### config.mk
export PLATFORM = sky130hd
export DESIGN_NAME = ir_pulse_distance_transmitter
export DESIGN_NICKNAME = d
export VERILOG_FILES = /design/src/rtl/core/irpdt_pkg.sv /design/src/rtl/core/ir_pulse_distance_transmitter.sv /design/src/rtl/core/irpdt_queue.sv /design/src/rtl/core/irpdt_engine.sv
export SDC_FILE = /design/constraint.sdc
export NUM_CORES = 1
export LEC_CHECK = 0
export BUFFER_PORTS_ARGS = -buffer_cell sky130_fd_sc_hd__buf_2
export CAP_MARGIN = 20
export CORE_ASPECT_RATIO = 2
export CORE_MARGIN = 2
export CORE_UTILIZATION = 65
export DETAILED_ROUTE_END_ITERATION = 8
export MAX_ROUTING_LAYER = met4
export PLACE_DENSITY_LB_ADDON = 0.08
export SLEW_MARGIN = 10
export SYNTH_ARGS = -nofsm -noshare
export SYNTH_HDL_FRONTEND = slang
export SYNTH_HIERARCHICAL = 1
export SYNTH_SLANG_ARGS = --single-unit
export TNS_END_PERCENT = 20
### constraint.sdc
create_clock -name clk -period 6.7 [get_ports clk]
set_clock_uncertainty 0.05 [all_clocks]
set_input_delay 1.34 -clock clk [delete_from_list [all_inputs] [get_ports clk]]
set_output_delay 1.34 -clock clk [all_outputs]
set_load 0.02 [all_outputs]
### src/rtl/core/irpdt_pkg.sv
package irpdt_pkg;

  localparam int MAX_BYTES_DEF = 5;
  localparam int PAYLOAD_W     = 40;
  localparam int COUNT_W       = 3;
  localparam int CFG_IDX_W     = 3;
  localparam int CFG_DATA_W    = 12;
  localparam int S_TDATA_W     = 48;
  localparam int M_TDATA_W     = 8;

  // result bit positions in m_tdata
  localparam int RES_LEVEL_BIT = 0;
  localparam int RES_BUSY_BIT  = 1;
  localparam int RES_REJ_BIT   = 2;

  // configuration register indexes
  localparam logic [CFG_IDX_W-1:0] CFG_LEADER_MARK  = 3'd0;
  localparam logic [CFG_IDX_W-1:0] CFG_BIT_MARK     = 3'd1;
  localparam logic [CFG_IDX_W-1:0] CFG_SPACE_UNIT   = 3'd2;
  localparam logic [CFG_IDX_W-1:0] CFG_LEADER_SPACE = 3'd3;
  localparam logic [CFG_IDX_W-1:0] CFG_ONE_SPACE    = 3'd4;
  localparam logic [CFG_IDX_W-1:0] CFG_ZERO_SPACE   = 3'd5;
  localparam logic [CFG_IDX_W-1:0] CFG_CARRIER      = 3'd6;

  // item kinds
  localparam logic KIND_TICK  = 1'b0;
  localparam logic KIND_START = 1'b1;

  typedef enum logic [2:0] {
    SEG_IDLE,
    SEG_LEAD_MARK,
    SEG_LEAD_SPACE,
    SEG_BIT_MARK,
    SEG_BIT_SPACE,
    SEG_STOP_MARK
  } seg_t;

  typedef struct packed {
    logic [11:0] leader_mark_ticks;
    logic [9:0]  bit_mark_ticks;
    logic [9:0]  space_unit_ticks;
    logic [3:0]  leader_space_units;
    logic [3:0]  one_space_units;
    logic [3:0]  zero_space_units;
    logic [3:0]  carrier_period;
  } cfg_t;

  localparam cfg_t CFG_RESET = '{
    leader_mark_ticks:  12'd1038,
    bit_mark_ticks:     10'd66,
    space_unit_ticks:   10'd64,
    leader_space_units: 4'd8,
    one_space_units:    4'd3,
    zero_space_units:   4'd1,
    carrier_period:     4'd3
  };

  // classified item as it sits in the queue
  typedef struct packed {
    logic                 is_start;
    logic [COUNT_W-1:0]   nbytes;
    logic [PAYLOAD_W-1:0] payload;
  } cmd_t;

  typedef struct packed {
    logic ir_level;
    logic busy_res;
    logic frame_done;
    logic start_rejected;
  } res_t;

endpackage

### src/rtl/core/ir_pulse_distance_transmitter.sv
// pulse-distance infrared transmitter
// s_t* carries items: tuser = kind (0 tick, 1 start), tdata = byte_count and payload.
// a start loads up to MAX_BYTES payload bytes (count saturates) and begins a frame:
// leader mark, leader space, each byte then its complement lsb first, stop mark.
// every tick item advances the frame by one tick; every item gives one result item
// on m_t*: tdata = ir_level, busy_res, start_rejected; tlast = frame_done.
// a start that arrives while a frame is running is dropped and flagged.
// cfg_* writes the timing registers by index; cfg_ready is always high and writes
// should be done only while no frame is running and no item is in flight.
// each item is written into the queue, then taken by the frame engine, which registers its result.
// throughput: one item per clock while m_tready does not hold the result.
// a two-entry queue between input classification and the frame engine, plus the
// result register, lets either side stall; s_tready drops only with the queue full.
// while m_tready is low the result holds, the engine stops and the queue fills.
// reset (rst, synchronous) restores the register defaults, empties the queue,
// idles the frame engine and leaves the pin level high.
module ir_pulse_distance_transmitter #(
  parameter int MAX_BYTES = irpdt_pkg::MAX_BYTES_DEF
) (
  input  logic                             clk,
  input  logic                             rst,
  input  logic                             s_tvalid,
  output logic                             s_tready,
  input  logic [irpdt_pkg::S_TDATA_W-1:0]  s_tdata,  // byte_count[2:0], payload[42:3]
  input  logic                             s_tuser,  // kind
  output logic                             m_tvalid,
  input  logic                             m_tready,
  output logic [irpdt_pkg::M_TDATA_W-1:0]  m_tdata,  // ir_level, busy_res, start_rejected
  output logic                             m_tlast,  // frame_done
  input  logic                             cfg_valid,
  output logic                             cfg_ready,
  input  logic [irpdt_pkg::CFG_IDX_W-1:0]  cfg_index,
  input  logic [irpdt_pkg::CFG_DATA_W-1:0] cfg_data
);

  irpdt_pkg::cfg_t cfg;
  irpdt_pkg::cmd_t in_cmd;
  irpdt_pkg::cmd_t q_cmd;
  irpdt_pkg::res_t res;
  logic       q_valid;
  logic       q_ready;
  logic [2:0] raw_count;

  assign cfg_ready = 1'b1;

  always_ff @(posedge clk) begin
    if (rst) begin
      cfg <= irpdt_pkg::CFG_RESET;
    end else if (cfg_valid) begin
      unique case (cfg_index)
        irpdt_pkg::CFG_LEADER_MARK:  cfg.leader_mark_ticks  <= cfg_data;
        irpdt_pkg::CFG_BIT_MARK:     cfg.bit_mark_ticks     <= cfg_data[9:0];
        irpdt_pkg::CFG_SPACE_UNIT:   cfg.space_unit_ticks   <= cfg_data[9:0];
        irpdt_pkg::CFG_LEADER_SPACE: cfg.leader_space_units <= cfg_data[3:0];
        irpdt_pkg::CFG_ONE_SPACE:    cfg.one_space_units    <= cfg_data[3:0];
        irpdt_pkg::CFG_ZERO_SPACE:   cfg.zero_space_units   <= cfg_data[3:0];
        irpdt_pkg::CFG_CARRIER:      cfg.carrier_period     <= cfg_data[3:0];
        default: ;
      endcase
    end
  end

  // classify the item and clamp the byte count
  assign raw_count       = s_tdata[2:0];
  assign in_cmd.is_start = (s_tuser == irpdt_pkg::KIND_START);
  assign in_cmd.nbytes   = ({1'b0, raw_count} > 4'(MAX_BYTES)) ? 3'(MAX_BYTES) : raw_count;
  assign in_cmd.payload  = s_tdata[3 +: irpdt_pkg::PAYLOAD_W];

  irpdt_queue u_queue (
    .clk       (clk),
    .rst       (rst),
    .in_valid  (s_tvalid),
    .in_ready  (s_tready),
    .in_cmd    (in_cmd),
    .out_valid (q_valid),
    .out_ready (q_ready),
    .out_cmd   (q_cmd)
  );

  irpdt_engine #(
    .MAX_BYTES (MAX_BYTES)
  ) u_engine (
    .clk       (clk),
    .rst       (rst),
    .cfg       (cfg),
    .cmd_valid (q_valid),
    .cmd_ready (q_ready),
    .cmd       (q_cmd),
    .res_valid (m_tvalid),
    .res_ready (m_tready),
    .res       (res)
  );

  always_comb begin
    m_tdata = '0;
    m_tdata[irpdt_pkg::RES_LEVEL_BIT] = res.ir_level;
    m_tdata[irpdt_pkg::RES_BUSY_BIT]  = res.busy_res;
    m_tdata[irpdt_pkg::RES_REJ_BIT]   = res.start_rejected;
  end
  assign m_tlast = res.frame_done;

  // a queued item reaches the result register when that register is empty
  a_drain: assert property (@(posedge clk) disable iff (rst)
    q_valid && !m_tvalid |=> m_tvalid)
    else $error("queued item not moved to the result register");

  a_rst_empty: assert property (@(posedge clk)
    rst |=> !m_tvalid)
    else $error("result valid right after reset");

  // a frame end never coincides with a rejected start and always reports busy
  a_done_busy: assert property (@(posedge clk) disable iff (rst)
    m_tvalid && m_tlast |-> m_tdata[irpdt_pkg::RES_BUSY_BIT] &&
                            !m_tdata[irpdt_pkg::RES_REJ_BIT])
    else $error("frame end flagged outside a frame");

endmodule

### src/rtl/core/irpdt_queue.sv
module irpdt_queue (
  input  logic            clk,
  input  logic            rst,
  input  logic            in_valid,
  output logic            in_ready,
  input  irpdt_pkg::cmd_t in_cmd,
  output logic            out_valid,
  input  logic            out_ready,
  output irpdt_pkg::cmd_t out_cmd
);

  irpdt_pkg::cmd_t slots [2];
  logic       wr_ptr;
  logic       rd_ptr;
  logic [1:0] count;
  logic       push;
  logic       pop;

  assign in_ready  = (count != 2'd2);
  assign out_valid = (count != 2'd0);
  assign out_cmd   = slots[rd_ptr];
  assign push      = in_valid && in_ready;
  assign pop       = out_valid && out_ready;

  always_ff @(posedge clk) begin
    if (push) begin
      slots[wr_ptr] <= in_cmd;
    end
  end

  always_ff @(posedge clk) begin
    if (rst) begin
      wr_ptr <= 1'b0;
      rd_ptr <= 1'b0;
      count  <= 2'd0;
    end else begin
      if (push) begin
        wr_ptr <= ~wr_ptr;
      end
      if (pop) begin
        rd_ptr <= ~rd_ptr;
      end
      count <= count + 2'(push) - 2'(pop);
    end
  end

endmodule

### src/rtl/core/irpdt_engine.sv
module irpdt_engine #(
  parameter int MAX_BYTES = irpdt_pkg::MAX_BYTES_DEF
) (
  input  logic            clk,
  input  logic            rst,
  input  irpdt_pkg::cfg_t cfg,
  input  logic            cmd_valid,
  output logic            cmd_ready,
  input  irpdt_pkg::cmd_t cmd,
  output logic            res_valid,
  input  logic            res_ready,
  output irpdt_pkg::res_t res
);

  localparam int FRAME_W = 8 * MAX_BYTES;

  irpdt_pkg::seg_t segment, segment_next;
  logic [11:0]          tick_counter, tick_counter_next;
  logic [3:0]           unit_counter, unit_counter_next;
  logic [3:0]           carrier_phase, carrier_phase_next;
  logic [6:0]           bit_position, bit_position_next;
  logic [FRAME_W-1:0]   frame_bytes, frame_bytes_next;
  logic [2:0]           bytes_in_frame, bytes_in_frame_next;
  logic                 held_level;

  irpdt_pkg::res_t res_now;
  logic        take;
  logic [12:0] tick_inc;
  logic [11:0] mark_len;
  logic        mark_end;
  logic        unit_tick_end;
  logic [3:0]  space_units;
  logic [4:0]  unit_inc;
  logic        space_end;
  logic [4:0]  phase_inc;
  logic [3:0]  phase_step;
  logic [6:0]  pos_inc;
  logic [6:0]  frame_bits;
  logic [FRAME_W-1:0] frame_shift;
  logic [7:0]  cur_byte;
  logic        cur_bit;
  logic        in_mark;

  assign cmd_ready = !res_valid || res_ready;
  assign take      = cmd_valid && cmd_ready;

  assign tick_inc      = {1'b0, tick_counter} + 13'd1;
  assign mark_len      = (segment == irpdt_pkg::SEG_LEAD_MARK) ? cfg.leader_mark_ticks
                                                               : {2'b00, cfg.bit_mark_ticks};
  assign mark_end      = tick_inc >= {1'b0, mark_len};
  assign unit_tick_end = tick_inc >= {3'b000, cfg.space_unit_ticks};

  // pick the bit under transmission: byte, then complement half, then bit
  assign frame_shift = frame_bytes >> {bit_position[6:4], 3'b000};
  assign cur_byte    = frame_shift[7:0];
  assign cur_bit     = cur_byte[bit_position[2:0]] ^ bit_position[3];

  assign space_units = (segment == irpdt_pkg::SEG_LEAD_SPACE) ? cfg.leader_space_units :
                       cur_bit ? cfg.one_space_units : cfg.zero_space_units;
  assign unit_inc    = {1'b0, unit_counter} + 5'd1;
  assign space_end   = unit_tick_end && (unit_inc >= {1'b0, space_units});

  assign phase_inc  = {1'b0, carrier_phase} + 5'd1;
  assign phase_step = (phase_inc >= {1'b0, cfg.carrier_period}) ? 4'd0 : phase_inc[3:0];

  assign pos_inc    = bit_position + 7'd1;
  assign frame_bits = {bytes_in_frame, 4'b0000};

  assign in_mark = (segment == irpdt_pkg::SEG_LEAD_MARK) ||
                   (segment == irpdt_pkg::SEG_BIT_MARK) ||
                   (segment == irpdt_pkg::SEG_STOP_MARK);

  // next state
  always_comb begin
    segment_next        = segment;
    tick_counter_next   = tick_counter;
    unit_counter_next   = unit_counter;
    carrier_phase_next  = carrier_phase;
    bit_position_next   = bit_position;
    frame_bytes_next    = frame_bytes;
    bytes_in_frame_next = bytes_in_frame;
    if (cmd.is_start) begin
      if (segment == irpdt_pkg::SEG_IDLE) begin
        bytes_in_frame_next = cmd.nbytes;
        frame_bytes_next    = FRAME_W'(cmd.payload);
        bit_position_next   = 7'd0;
        tick_counter_next   = 12'd0;
        unit_counter_next   = 4'd0;
        segment_next        = irpdt_pkg::SEG_LEAD_MARK;
      end
    end else begin
      if (in_mark) begin
        carrier_phase_next = phase_step;
        tick_counter_next  = mark_end ? 12'd0 : tick_inc[11:0];
      end else if (segment != irpdt_pkg::SEG_IDLE) begin
        if (unit_tick_end) begin
          tick_counter_next = 12'd0;
          unit_counter_next = space_end ? 4'd0 : unit_inc[3:0];
        end else begin
          tick_counter_next = tick_inc[11:0];
        end
      end
      unique case (segment)
        irpdt_pkg::SEG_LEAD_MARK: begin
          if (mark_end) begin
            segment_next = irpdt_pkg::SEG_LEAD_SPACE;
          end
        end
        irpdt_pkg::SEG_LEAD_SPACE: begin
          if (space_end) begin
            bit_position_next = 7'd0;
            segment_next = (bytes_in_frame == 3'd0) ? irpdt_pkg::SEG_STOP_MARK
                                                    : irpdt_pkg::SEG_BIT_MARK;
          end
        end
        irpdt_pkg::SEG_BIT_MARK: begin
          if (mark_end) begin
            segment_next = irpdt_pkg::SEG_BIT_SPACE;
          end
        end
        irpdt_pkg::SEG_BIT_SPACE: begin
          if (space_end) begin
            bit_position_next = pos_inc;
            segment_next = (pos_inc >= frame_bits) ? irpdt_pkg::SEG_STOP_MARK
                                                   : irpdt_pkg::SEG_BIT_MARK;
          end
        end
        irpdt_pkg::SEG_STOP_MARK: begin
          if (mark_end) begin
            segment_next = irpdt_pkg::SEG_IDLE;
          end
        end
        default: begin
          segment_next = irpdt_pkg::SEG_IDLE;
        end
      endcase
    end
  end

  // result of the item being taken
  always_comb begin
    res_now = '{ir_level: 1'b1, busy_res: 1'b0, frame_done: 1'b0, start_rejected: 1'b0};
    if (cmd.is_start) begin
      res_now.ir_level       = held_level;
      res_now.busy_res       = 1'b1;
      res_now.start_rejected = (segment != irpdt_pkg::SEG_IDLE);
    end else if (segment != irpdt_pkg::SEG_IDLE) begin
      res_now.busy_res = 1'b1;
      if (in_mark) begin
        res_now.ir_level = (carrier_phase != 4'd0);
      end
      res_now.frame_done = (segment == irpdt_pkg::SEG_STOP_MARK) && mark_end;
    end
  end

  always_ff @(posedge clk) begin
    if (rst) begin
      segment        <= irpdt_pkg::SEG_IDLE;
      tick_counter   <= 12'd0;
      unit_counter   <= 4'd0;
      carrier_phase  <= 4'd0;
      bit_position   <= 7'd0;
      frame_bytes    <= '0;
      bytes_in_frame <= 3'd0;
      held_level     <= 1'b1;
      res_valid      <= 1'b0;
    end else begin
      if (take) begin
        segment        <= segment_next;
        tick_counter   <= tick_counter_next;
        unit_counter   <= unit_counter_next;
        carrier_phase  <= carrier_phase_next;
        bit_position   <= bit_position_next;
        frame_bytes    <= frame_bytes_next;
        bytes_in_frame <= bytes_in_frame_next;
        if (!cmd.is_start) begin
          held_level <= res_now.ir_level;
        end
        res_valid <= 1'b1;
      end else if (res_ready) begin
        res_valid <= 1'b0;
      end
    end
  end

  always_ff @(posedge clk) begin
    if (take) begin
      res <= res_now;
    end
  end

endmodule
==> metrics.md, run 1 <==
| Metric | Value |
|---|---|
| Number of cell instances on the worst register-to-register path | `15` |
| Hold/Removal Path Class | `register to register` |
| Number of clock sinks | `between 200 and 250` |
| TritonCTS clock tree | `yes` |
| Area of the die | `~17000 sq um` |
| Outcome | `completed` |
| First-pass iteration count of the detailed router | `4` |
| CTS Root Cell | `sky130_fd_sc_hd__clkbuf_16` |
| Reg clk slew, reported paths | `roughly 70 ps` |
| Number of cells upsized or downsized after cts | `0` |
| Post-layout nets | `~1100` |
| Placer Congestion | `0.810` |
| Maximum level of the CTS H-tree | `1` |
| Unrepaired setup endpoints after global routing | `false` |
| Post-synth EDFFs | `92` |
| Leading cell type in the layout, fill and taps excluded | `sky130_fd_sc_hd__dfxtp_1` |
| Drt wl/cell | `roughly 17 microns` |
| Cells traversed along the worst timing path | `nor2b_2 -> a2111oi_2 -> a31oi_1 -> a2111o_1 -> o2111ai_1 -> a211oi_1 -> a211o_1 -> ha_1 -> nand2b_1 -> a21o_1 -> a21oi_1 -> o21ai_0 -> a31o_1 -> or2_1 -> o221ai_1` |
| Required time of the critical path | `a little over 7000 ps` |
| Global Route Usage Sum | `25.5%` |
| Pins Over Slew Limit | `0` |
| Maximum single-stage delay on the critical path | `roughly 860 ps` |
| Cell with the largest stage delay on the worst path | `sky130_fd_sc_hd__dfxtp_1` |
| IR Drop Worst-Case VDD | `~0.31 mV` |
| Fillcell total | `~1200` |
| Global-route wire length before repair | `~34000 microns` |
| Met3 WL post-DR | `between 500 and 600 microns` |
| Detailed-route DRC error count | `0` |
| Cells after synthesis | `around 960` |
| Commonest cells after routing, fill and taps aside | `127 x sky130_fd_sc_hd__dfxtp_1, 124 x sky130_fd_sc_hd__nand2_1, 92 x sky130_fd_sc_hd__edfxtp_1` |
| Antenna-violating nets left | `0` |
| Share of synthesized area occupied by flip-flops and latches | `about half` |
| Syn avg cell area | `between 10 and 15 sq um` |
| Unique cell type count in the Yosys netlist | `80` |
| Clk_lat worst skew | `a little under 500 ps` |
| Length of routed wiring on met1 | `7140 microns` |
| Max capacitance violation total | `0` |
| Number of DRC violations after detailed-routing iteration 0 | `between 200 and 250` |
| Max Used Layer | `met4` |
| Slew Limit Headroom | `between 30% and 40%` |
| Largest net degree at the start of global routing | `~110` |
| Number of antenna violations at the first check in global routing | `0` |
| Ratio of total power to cell area | `between 300 and 400 nW/um^2` |
| Register-to-Register Setup Slack | `between 2000 and 2500 ps` |
| Share of synthesized registers carrying an async set or reset | `0%` |
| Number of vias per cell | `roughly 6` |
| Minimum clock period after layout | `4370 ps` |
| Gr ovfl total | `0` |
| Half-perimeter wire length after placement | `~15000 microns` |
| Post-cts hold buffer count | `0` |
| Slew at the pin with the worst max-slew slack | `1030 ps` |
| Met2 layer wire length in the routed design | `about 12000 microns` |
| Die outline height | `approximately 180 microns` |
| Cts bufs inserted | `20` |
| Startpoint-to-endpoint class of the critical path | `register to register` |
| Count of final hold-check violations | `0` |
| Number of port buffers | `69` |
| Yosys Warn Count | `6` |
| Main synth FF type | `sky130_fd_sc_hd__dfxtp_1` |
| Post-Route Utilization | `roughly three quarters` |
| Initial cell density of the core | `between 60% and 70%` |
| Setup violation total in the final timing report | `0` |
| IO Count | `a little over 80` |
| Overall Power | `around 3.6 mW` |
| Die Width | `93.9 microns` |
| Worst reg2reg path endpoint | `u_engine/bit_position[3]$_SDFFE_PP0P_` |
| Capturing element type of the critical path | `register` |
| Layout cells sized above 1 | `between 10% and 20%` |
| Crit start category | `register` |
| Maximum count of clock buffers along a single path | `3` |
| Reg2Reg Launch Point | `u_engine/bit_position[4]$_SDFFE_PP0P_` |
| Static Leakage | `around 4.5 nW` |
| Area growth from synthesis to layout | `9.92%` |
| Biggest fanout along the worst timing path | `19` |
| Antenna diode instance count | `0` |
| Combined area of all synthesized cells | `10500 sq um` |
| Share of the clock period used by the worst path | `between 60% and 70%` |
| Placeable core area | `around 16000 sq um` |
| Row count | `65` |
| Total via count after detailed routing | `7153` |
| Destination of the worst hold path | `u_engine/frame_bytes[19]$_SDFFE_PP0P_` |
| Setup fix buffers added after clock tree synthesis | `0` |
| Total length of routed wires | `~21000 microns` |
| Number of global-route vias before repair | `around 7000` |
| Worst hold stages | `2` |
| Fmax achieved | `229 MHz` |
| Post-synthesis register bit count | `220` |
| Beginning of the worst hold path | `u_engine/frame_bytes[19]$_SDFFE_PP0P_` |
| Setup TNS | `0 ps` |
| Tightest hold margin | `approximately 400 ps` |
| Data arrival at the endpoint of the critical path | `between 4000 and 5000 ps` |
==> routing by layer <==
metal  track usage [%]  vias to the layer above
li1                  -                     3521
met1              22.9                     3448
met2              49.9                      126
met3              2.79                       58
met4              13.5                        0
met5                 -                        -
==> power breakdown <==
part           internal [mW]  switching [mW]
Clock                  0.662           0.490
Combinational          0.320           0.510
Sequential              1.58          0.0719
Total                   2.56            1.07
==> worst max-delay path, delay by kind of cell, from the launching register on <==
family / cells / cell delay, ps
flip-flops: 1 / 860
AO/OA/AOI/OAI: 11 / 2580
AND/OR/NAND/NOR: 3 / 510
adder cells (fa/ha/maj): 1 / 260
==> synth_stat cells (16+ instances only) <==
master | count | share of area, %
sky130_fd_sc_hd__dfxtp_1 | 128 | 24
sky130_fd_sc_hd__nand2_1 | 124 | 4.4
sky130_fd_sc_hd__edfxtp_1 | 92 | 26
sky130_fd_sc_hd__mux2i_1 | 69 | 6.6
sky130_fd_sc_hd__nand2b_1 | 64 | 3.8
sky130_fd_sc_hd__a21oi_1 | 56 | 2.7
sky130_fd_sc_hd__nor2_1 | 52 | 1.9
sky130_fd_sc_hd__mux2_1 | 44 | 4.7
sky130_fd_sc_hd__ha_1 | 39 | 4.6
sky130_fd_sc_hd__inv_1 | 26 | 0.93
sky130_fd_sc_hd__clkbuf_1 | 24 | 0.86
sky130_fd_sc_hd__nand3_1 | 22 | 1.0
sky130_fd_sc_hd__buf_2 | 16 | 0.76
==> flip-flops by register name, indices dropped and copies added, names as in the netlist, named ones only <==
signal,cells
u_queue/slots,88
cfg,48
u_engine/frame_bytes,40
u_engine/tick_counter,12
u_engine/bit_position,7
u_engine/carrier_phase,4
u_engine/res,4
u_engine/unit_counter,4
u_engine/bytes_in_frame,3
u_engine/segment,3
u_queue/count,2
u_engine/held_level,1
u_engine/res_valid,1
u_queue/rd_ptr,1
u_queue/wr_ptr,1
==> layout make-up <==
type	count	area [sq um]	area share, %
sequential	220	5330	46.1
timing repair buffer	79	427	3.69
inverter	29	109	0.943
clock inverter	10	90.1	0.780
multi-input combinational	660	4760	41.2
tap	201	251	2.18
clock buffer	26	586	5.07
==> kinds of logic after synthesis <==
group	after synthesis	synth area share, %
xor gates and xnor gates	16	1.33
buffers and inverters	88	4.17
adders and majority gates	39	4.64
DFF	220	50.7
and+or+nand+nor	322	15.7
AOI/OAI and AO/OA	156	10.5
muxes	121	13.0
other	2	0.0715
==> worst max path at each step <==
stage | startpoint | end | slack (ps) | cells after the start
5_1_grt | u_engine/bit_position[4]$_SDFFE_PP0P_ | u_engine/bit_position[3]$_SDFFE_PP0P_ | 2000 | 15
3_5_place_dp | u_engine/bit_position[4]$_SDFFE_PP0P_ | u_engine/bit_position[3]$_SDFFE_PP0P_ | 2330 | 15
6_report | u_engine/bit_position[4]$_SDFFE_PP0P_ | u_engine/bit_position[3]$_SDFFE_PP0P_ | 2330 | 15
2_1_floorplan | u_engine/bit_position[2]$_SDFFE_PP0P_ | u_engine/bit_position[2]$_SDFFE_PP0P_ | 3340 | 15
4_1_cts | u_engine/bit_position[4]$_SDFFE_PP0P_ | u_engine/bit_position[3]$_SDFFE_PP0P_ | 2310 | 15
3_3_place_gp | u_engine/bit_position[0]$_SDFFE_PP0P_ | u_engine/bit_position[3]$_SDFFE_PP0P_ | 2400 | 14
==> through the flow <==
stage | cells | setup slack (ps) | instance area [sq um]
floorplan | 968 | 3340 | 10500
global placement | 1188 | 2400 | 10900
detailed placement | 1188 | 2330 | 10900
CTS | 1224 | 2310 | 11500
global route | 1225 | 2000 | 11500
finish | 1225 | 2330 | 11500
(Power assumes the default switching activity.)
==> inputs of run 2 (changes only) <==
ABC_AREA = 1   (was not set)
CORE_UTILIZATION = 61   (was 65)
clock period = 4.2 ns   (was 6.7 ns; I/O delays follow)
==> metrics.md, run 2 <==
| Metric | Value |
|---|---|
| Capturing element type of the critical path | `register` |
| Biggest area consumer among synthesized cells | `sky130_fd_sc_hd__edfxtp_1` |
| Share of synthesized area occupied by flip-flops and latches | `around 48%` |
| Gr ovfl total | `0` |
| Crit start category | `register` |
| Startpoint-to-endpoint class of the critical path | `register to register` |
| CTS Root Cell | `sky130_fd_sc_hd__clkbuf_16` |
| Hold/Removal Path Class | `register to register` |
| Global Route Usage Sum | `roughly a quarter` |
| Reg2Reg Launch Point | `u_engine/bit_position[4]$_SDFFE_PP0P_` |
| Outcome | `completed` |
| Fmax achieved | `271 MHz` |
| Register bank with the most flops | `u_queue/slots` |
| First-pass iteration count of the detailed router | `5` |
| Post-layout nets | `roughly 1400` |
| Worst hold stages | `2` |
| Main area contributors after synthesis | `sky130_fd_sc_hd__edfxtp_1 25%, sky130_fd_sc_hd__dfxtp_1 23%, sky130_fd_sc_hd__nand2_1 8.0%` |
| Post-cts hold buffer count | `0` |
| Slew Limit Headroom | `about 30%` |
| Ratio of total power to cell area | `around 600 nW/um^2` |
| IO Count | `81` |
| Antenna diode instance count | `0` |
| Maximum level of the CTS H-tree | `1` |
| Setup fix buffers added after clock tree synthesis | `0` |
| Unique cell type count in the Yosys netlist | `44` |
| Number of global-route vias before repair | `~8400` |
| Number of port buffers | `69` |
| Synth top cells by count | `236 x sky130_fd_sc_hd__nand2_1, 150 x sky130_fd_sc_hd__nor2_1, 144 x sky130_fd_sc_hd__inv_1` |
| Die outline height | `approximately 200 microns` |
| Register-to-Register Setup Slack | `between 500 and 600 ps` |
| Number of cell instances on the worst register-to-register path | `26` |
| Setup violation total in the final timing report | `0` |
| Layout cells sized above 1 | `14.8%` |
| Area growth from synthesis to layout | `8.86%` |
| Minimum clock period after layout | `~3700 ps` |
| Cts bufs inserted | `20` |
| Main synth FF type | `sky130_fd_sc_hd__dfxtp_1` |
| Maximum count of clock buffers along a single path | `3` |
| Clk_lat worst skew | `520 ps` |
| TritonCTS clock tree | `yes` |
| Number of antenna violations at the first check in global routing | `0` |
| Final std cells w/o fill | `1556` |
| Share of the clock period used by the worst path | `between 80% and 90%` |
| Destination of the worst hold path | `u_engine/frame_bytes[17]$_SDFFE_PP0P_` |
| Syn avg cell area | `around 8.7 sq um` |
| Number of clock sinks | `220` |
| Pins Over Slew Limit | `0` |
| Combined area of all synthesized cells | `~11000 sq um` |
| Largest net degree at the start of global routing | `67` |
| Antenna-violating nets left | `0` |
| Slew at the pin with the worst max-slew slack | `about 1000 ps` |
| Beginning of the worst hold path | `u_engine/frame_bytes[17]$_SDFFE_PP0P_` |
| Share of synthesized registers carrying an async set or reset | `0%` |
| Total via count after detailed routing | `8458` |
| Cells after synthesis | `1276` |
| Most frequently used cell type in the post-synthesis netlist | `sky130_fd_sc_hd__nand2_1` |
| Post-synthesis register bit count | `220` |
| Detailed-route DRC error count | `0` |
| Biggest fanout along the worst timing path | `29` |
| Leading cell type in the layout, fill and taps excluded | `sky130_fd_sc_hd__nand2_1` |
| Area of the die | `~19000 sq um` |
| Tightest hold margin | `between 400 and 500 ps` |
| Total instance count after detailed placement | `~1500` |
| Data arrival at the endpoint of the critical path | `just over 4000 ps` |
| Registers with the most flip-flops | `u_queue/slots (88), cfg (48), u_engine/frame_bytes (40)` |
| Row count | `69` |
| Static Leakage | `~5.3 nW` |
| Max capacitance violation total | `0` |
| Fraction of post-synthesis cell area in the top cell type by area | `~25%` |
| Number of vias per cell | `about 5.4` |
| Timing startpoint of the critical path | `u_engine/bit_position[4]$_SDFFE_PP0P_` |
| Post-synth EDFFs | `92` |
| Commonest cells after routing, fill and taps aside | `236 x sky130_fd_sc_hd__nand2_1, 147 x sky130_fd_sc_hd__nor2_1, 143 x sky130_fd_sc_hd__inv_1` |
| Reg clk slew, reported paths | `70 ps` |
| Fillcell total | `approximately 1600` |
| Global-route wire length before repair | `38800 microns` |
| Area of combinational cells with multiple inputs | `roughly 4800 sq um` |
| Yosys Warn Count | `6` |
| Flip-flop count of the largest register, all copies and words added | `88` |
| Number of DRC violations after detailed-routing iteration 0 | `~260` |
| Drt wl/cell | `~16 microns` |
| Die Width | `99.2 microns` |
| Register Area | `about 5300 sq um` |
| IR Drop Worst-Case VDD | `between 0.4 and 0.5 mV` |
| Placer Congestion | `between 0.8 and 0.9` |
| Count of final hold-check violations | `0` |
| Half-perimeter wire length after placement | `17900 microns` |
| Number of cells upsized or downsized after cts | `0` |
| Worst reg2reg path endpoint | `u_engine/bit_position[3]$_SDFFE_PP0P_` |
| Initial cell density of the core | `slightly above 60%` |
| Setup TNS | `0 ps` |
| Placeable core area | `about 18000 sq um` |
| Total length of routed wires | `approximately 24000 microns` |
| Required time of the critical path | `between 4000 and 5000 ps` |
run 2: per-layer routing:
layer | vias to the layer above | part of all wire, % | GRT usage, %
li1 | 4310 | - | -
met1 | 3944 | 34 | 23.3
met2 | 130 | 58 | 50.3
met3 | 74 | 2.4 | 2.45
met4 | 0 | 5.6 | 13.7
met5 | - | 0 | -
run 2: power breakdown:
group | internal [mW] | total [mW] | switching [mW]
Sequential | 2.64 | 2.88 | 0.235
Clock | 0.886 | 1.67 | 0.785
Combinational | 1.06 | 2.86 | 1.80
Total | 4.59 | 7.41 | 2.82
run 2: logic make-up (layout without fill, tap and decap cells):
kind of cell,after synthesis,in the layout,share of synthesized area (%)
AND/OR/NAND/NOR,596,596,24.1
flip-flops,220,220,48.2
buffers and inverters,205,268,8.44
AO/OA/AOI/OAI,145,145,6.90
multiplexers,53,53,6.65
adder cells (fa/ha/maj),39,39,4.41
XOR/XNOR,16,16,1.27
other,2,6,0.0679
run 2: through the flow:
stage                     area [sq um]  setup slack [ps]  utilization, %  total power [mW]
after global routing             12000            -0.368            67.7              7.93
after detailed placement         11400               481            64.4              5.77
after global placement           11400               538            64.4              5.69
after CTS                        12000               458            67.7              7.45
final                            12000               508            67.7              7.41
after floorplan                  11100               886               -              5.13
run 2: how the worst max path moves through the flow:
stage / cells past startpoint / to
2_1_floorplan: 2 / u_queue/slots[1][0]$_DFFE_PP_
3_3_place_gp: 23 / u_engine/bit_position[1]$_SDFFE_PP0P_
3_5_place_dp: 23 / u_engine/bit_position[5]$_SDFFE_PP0P_
4_1_cts: 23 / u_engine/bit_position[3]$_SDFFE_PP0P_
5_1_grt: 26 / u_engine/bit_position[0]$_SDFFE_PP0P_
6_report: 26 / u_engine/bit_position[3]$_SDFFE_PP0P_
run 2: cell type report:
cell class	count	share of cell area, %
flip-flops and latches	220	44.2
multi-input cells	855	40.1
inverters	148	4.61
clock buffers	26	4.34
repair buffers	84	3.91
well taps	213	2.21
clock inverters	10	0.530
run 2: critical path, cell delays in order, from the launching register on:
cell                       delay, ps
sky130_fd_sc_hd__dfxtp_1         360
sky130_fd_sc_hd__buf_4           310
sky130_fd_sc_hd__inv_1           100
sky130_fd_sc_hd__buf_4           220
sky130_fd_sc_hd__nand2_1          80
sky130_fd_sc_hd__nand3_1          60
sky130_fd_sc_hd__nand2_1         100
sky130_fd_sc_hd__nand2_1          80
sky130_fd_sc_hd__nand3_1          70
sky130_fd_sc_hd__nand3_1          70
sky130_fd_sc_hd__nand3_1         140
sky130_fd_sc_hd__nand3_1         170
sky130_fd_sc_hd__nand3_1         130
sky130_fd_sc_hd__nand3_1          80
sky130_fd_sc_hd__nand2_1          70
sky130_fd_sc_hd__inv_1            40
sky130_fd_sc_hd__ha_1            250
sky130_fd_sc_hd__o21ai_0         170
sky130_fd_sc_hd__a21boi_0        100
sky130_fd_sc_hd__o21ai_0         150
sky130_fd_sc_hd__nand3b_1        170
sky130_fd_sc_hd__nand2_4         140
sky130_fd_sc_hd__nand3_4         130
sky130_fd_sc_hd__nand3_4         180
sky130_fd_sc_hd__nand2_1          70
sky130_fd_sc_hd__inv_1            50
sky130_fd_sc_hd__nor2_1           30
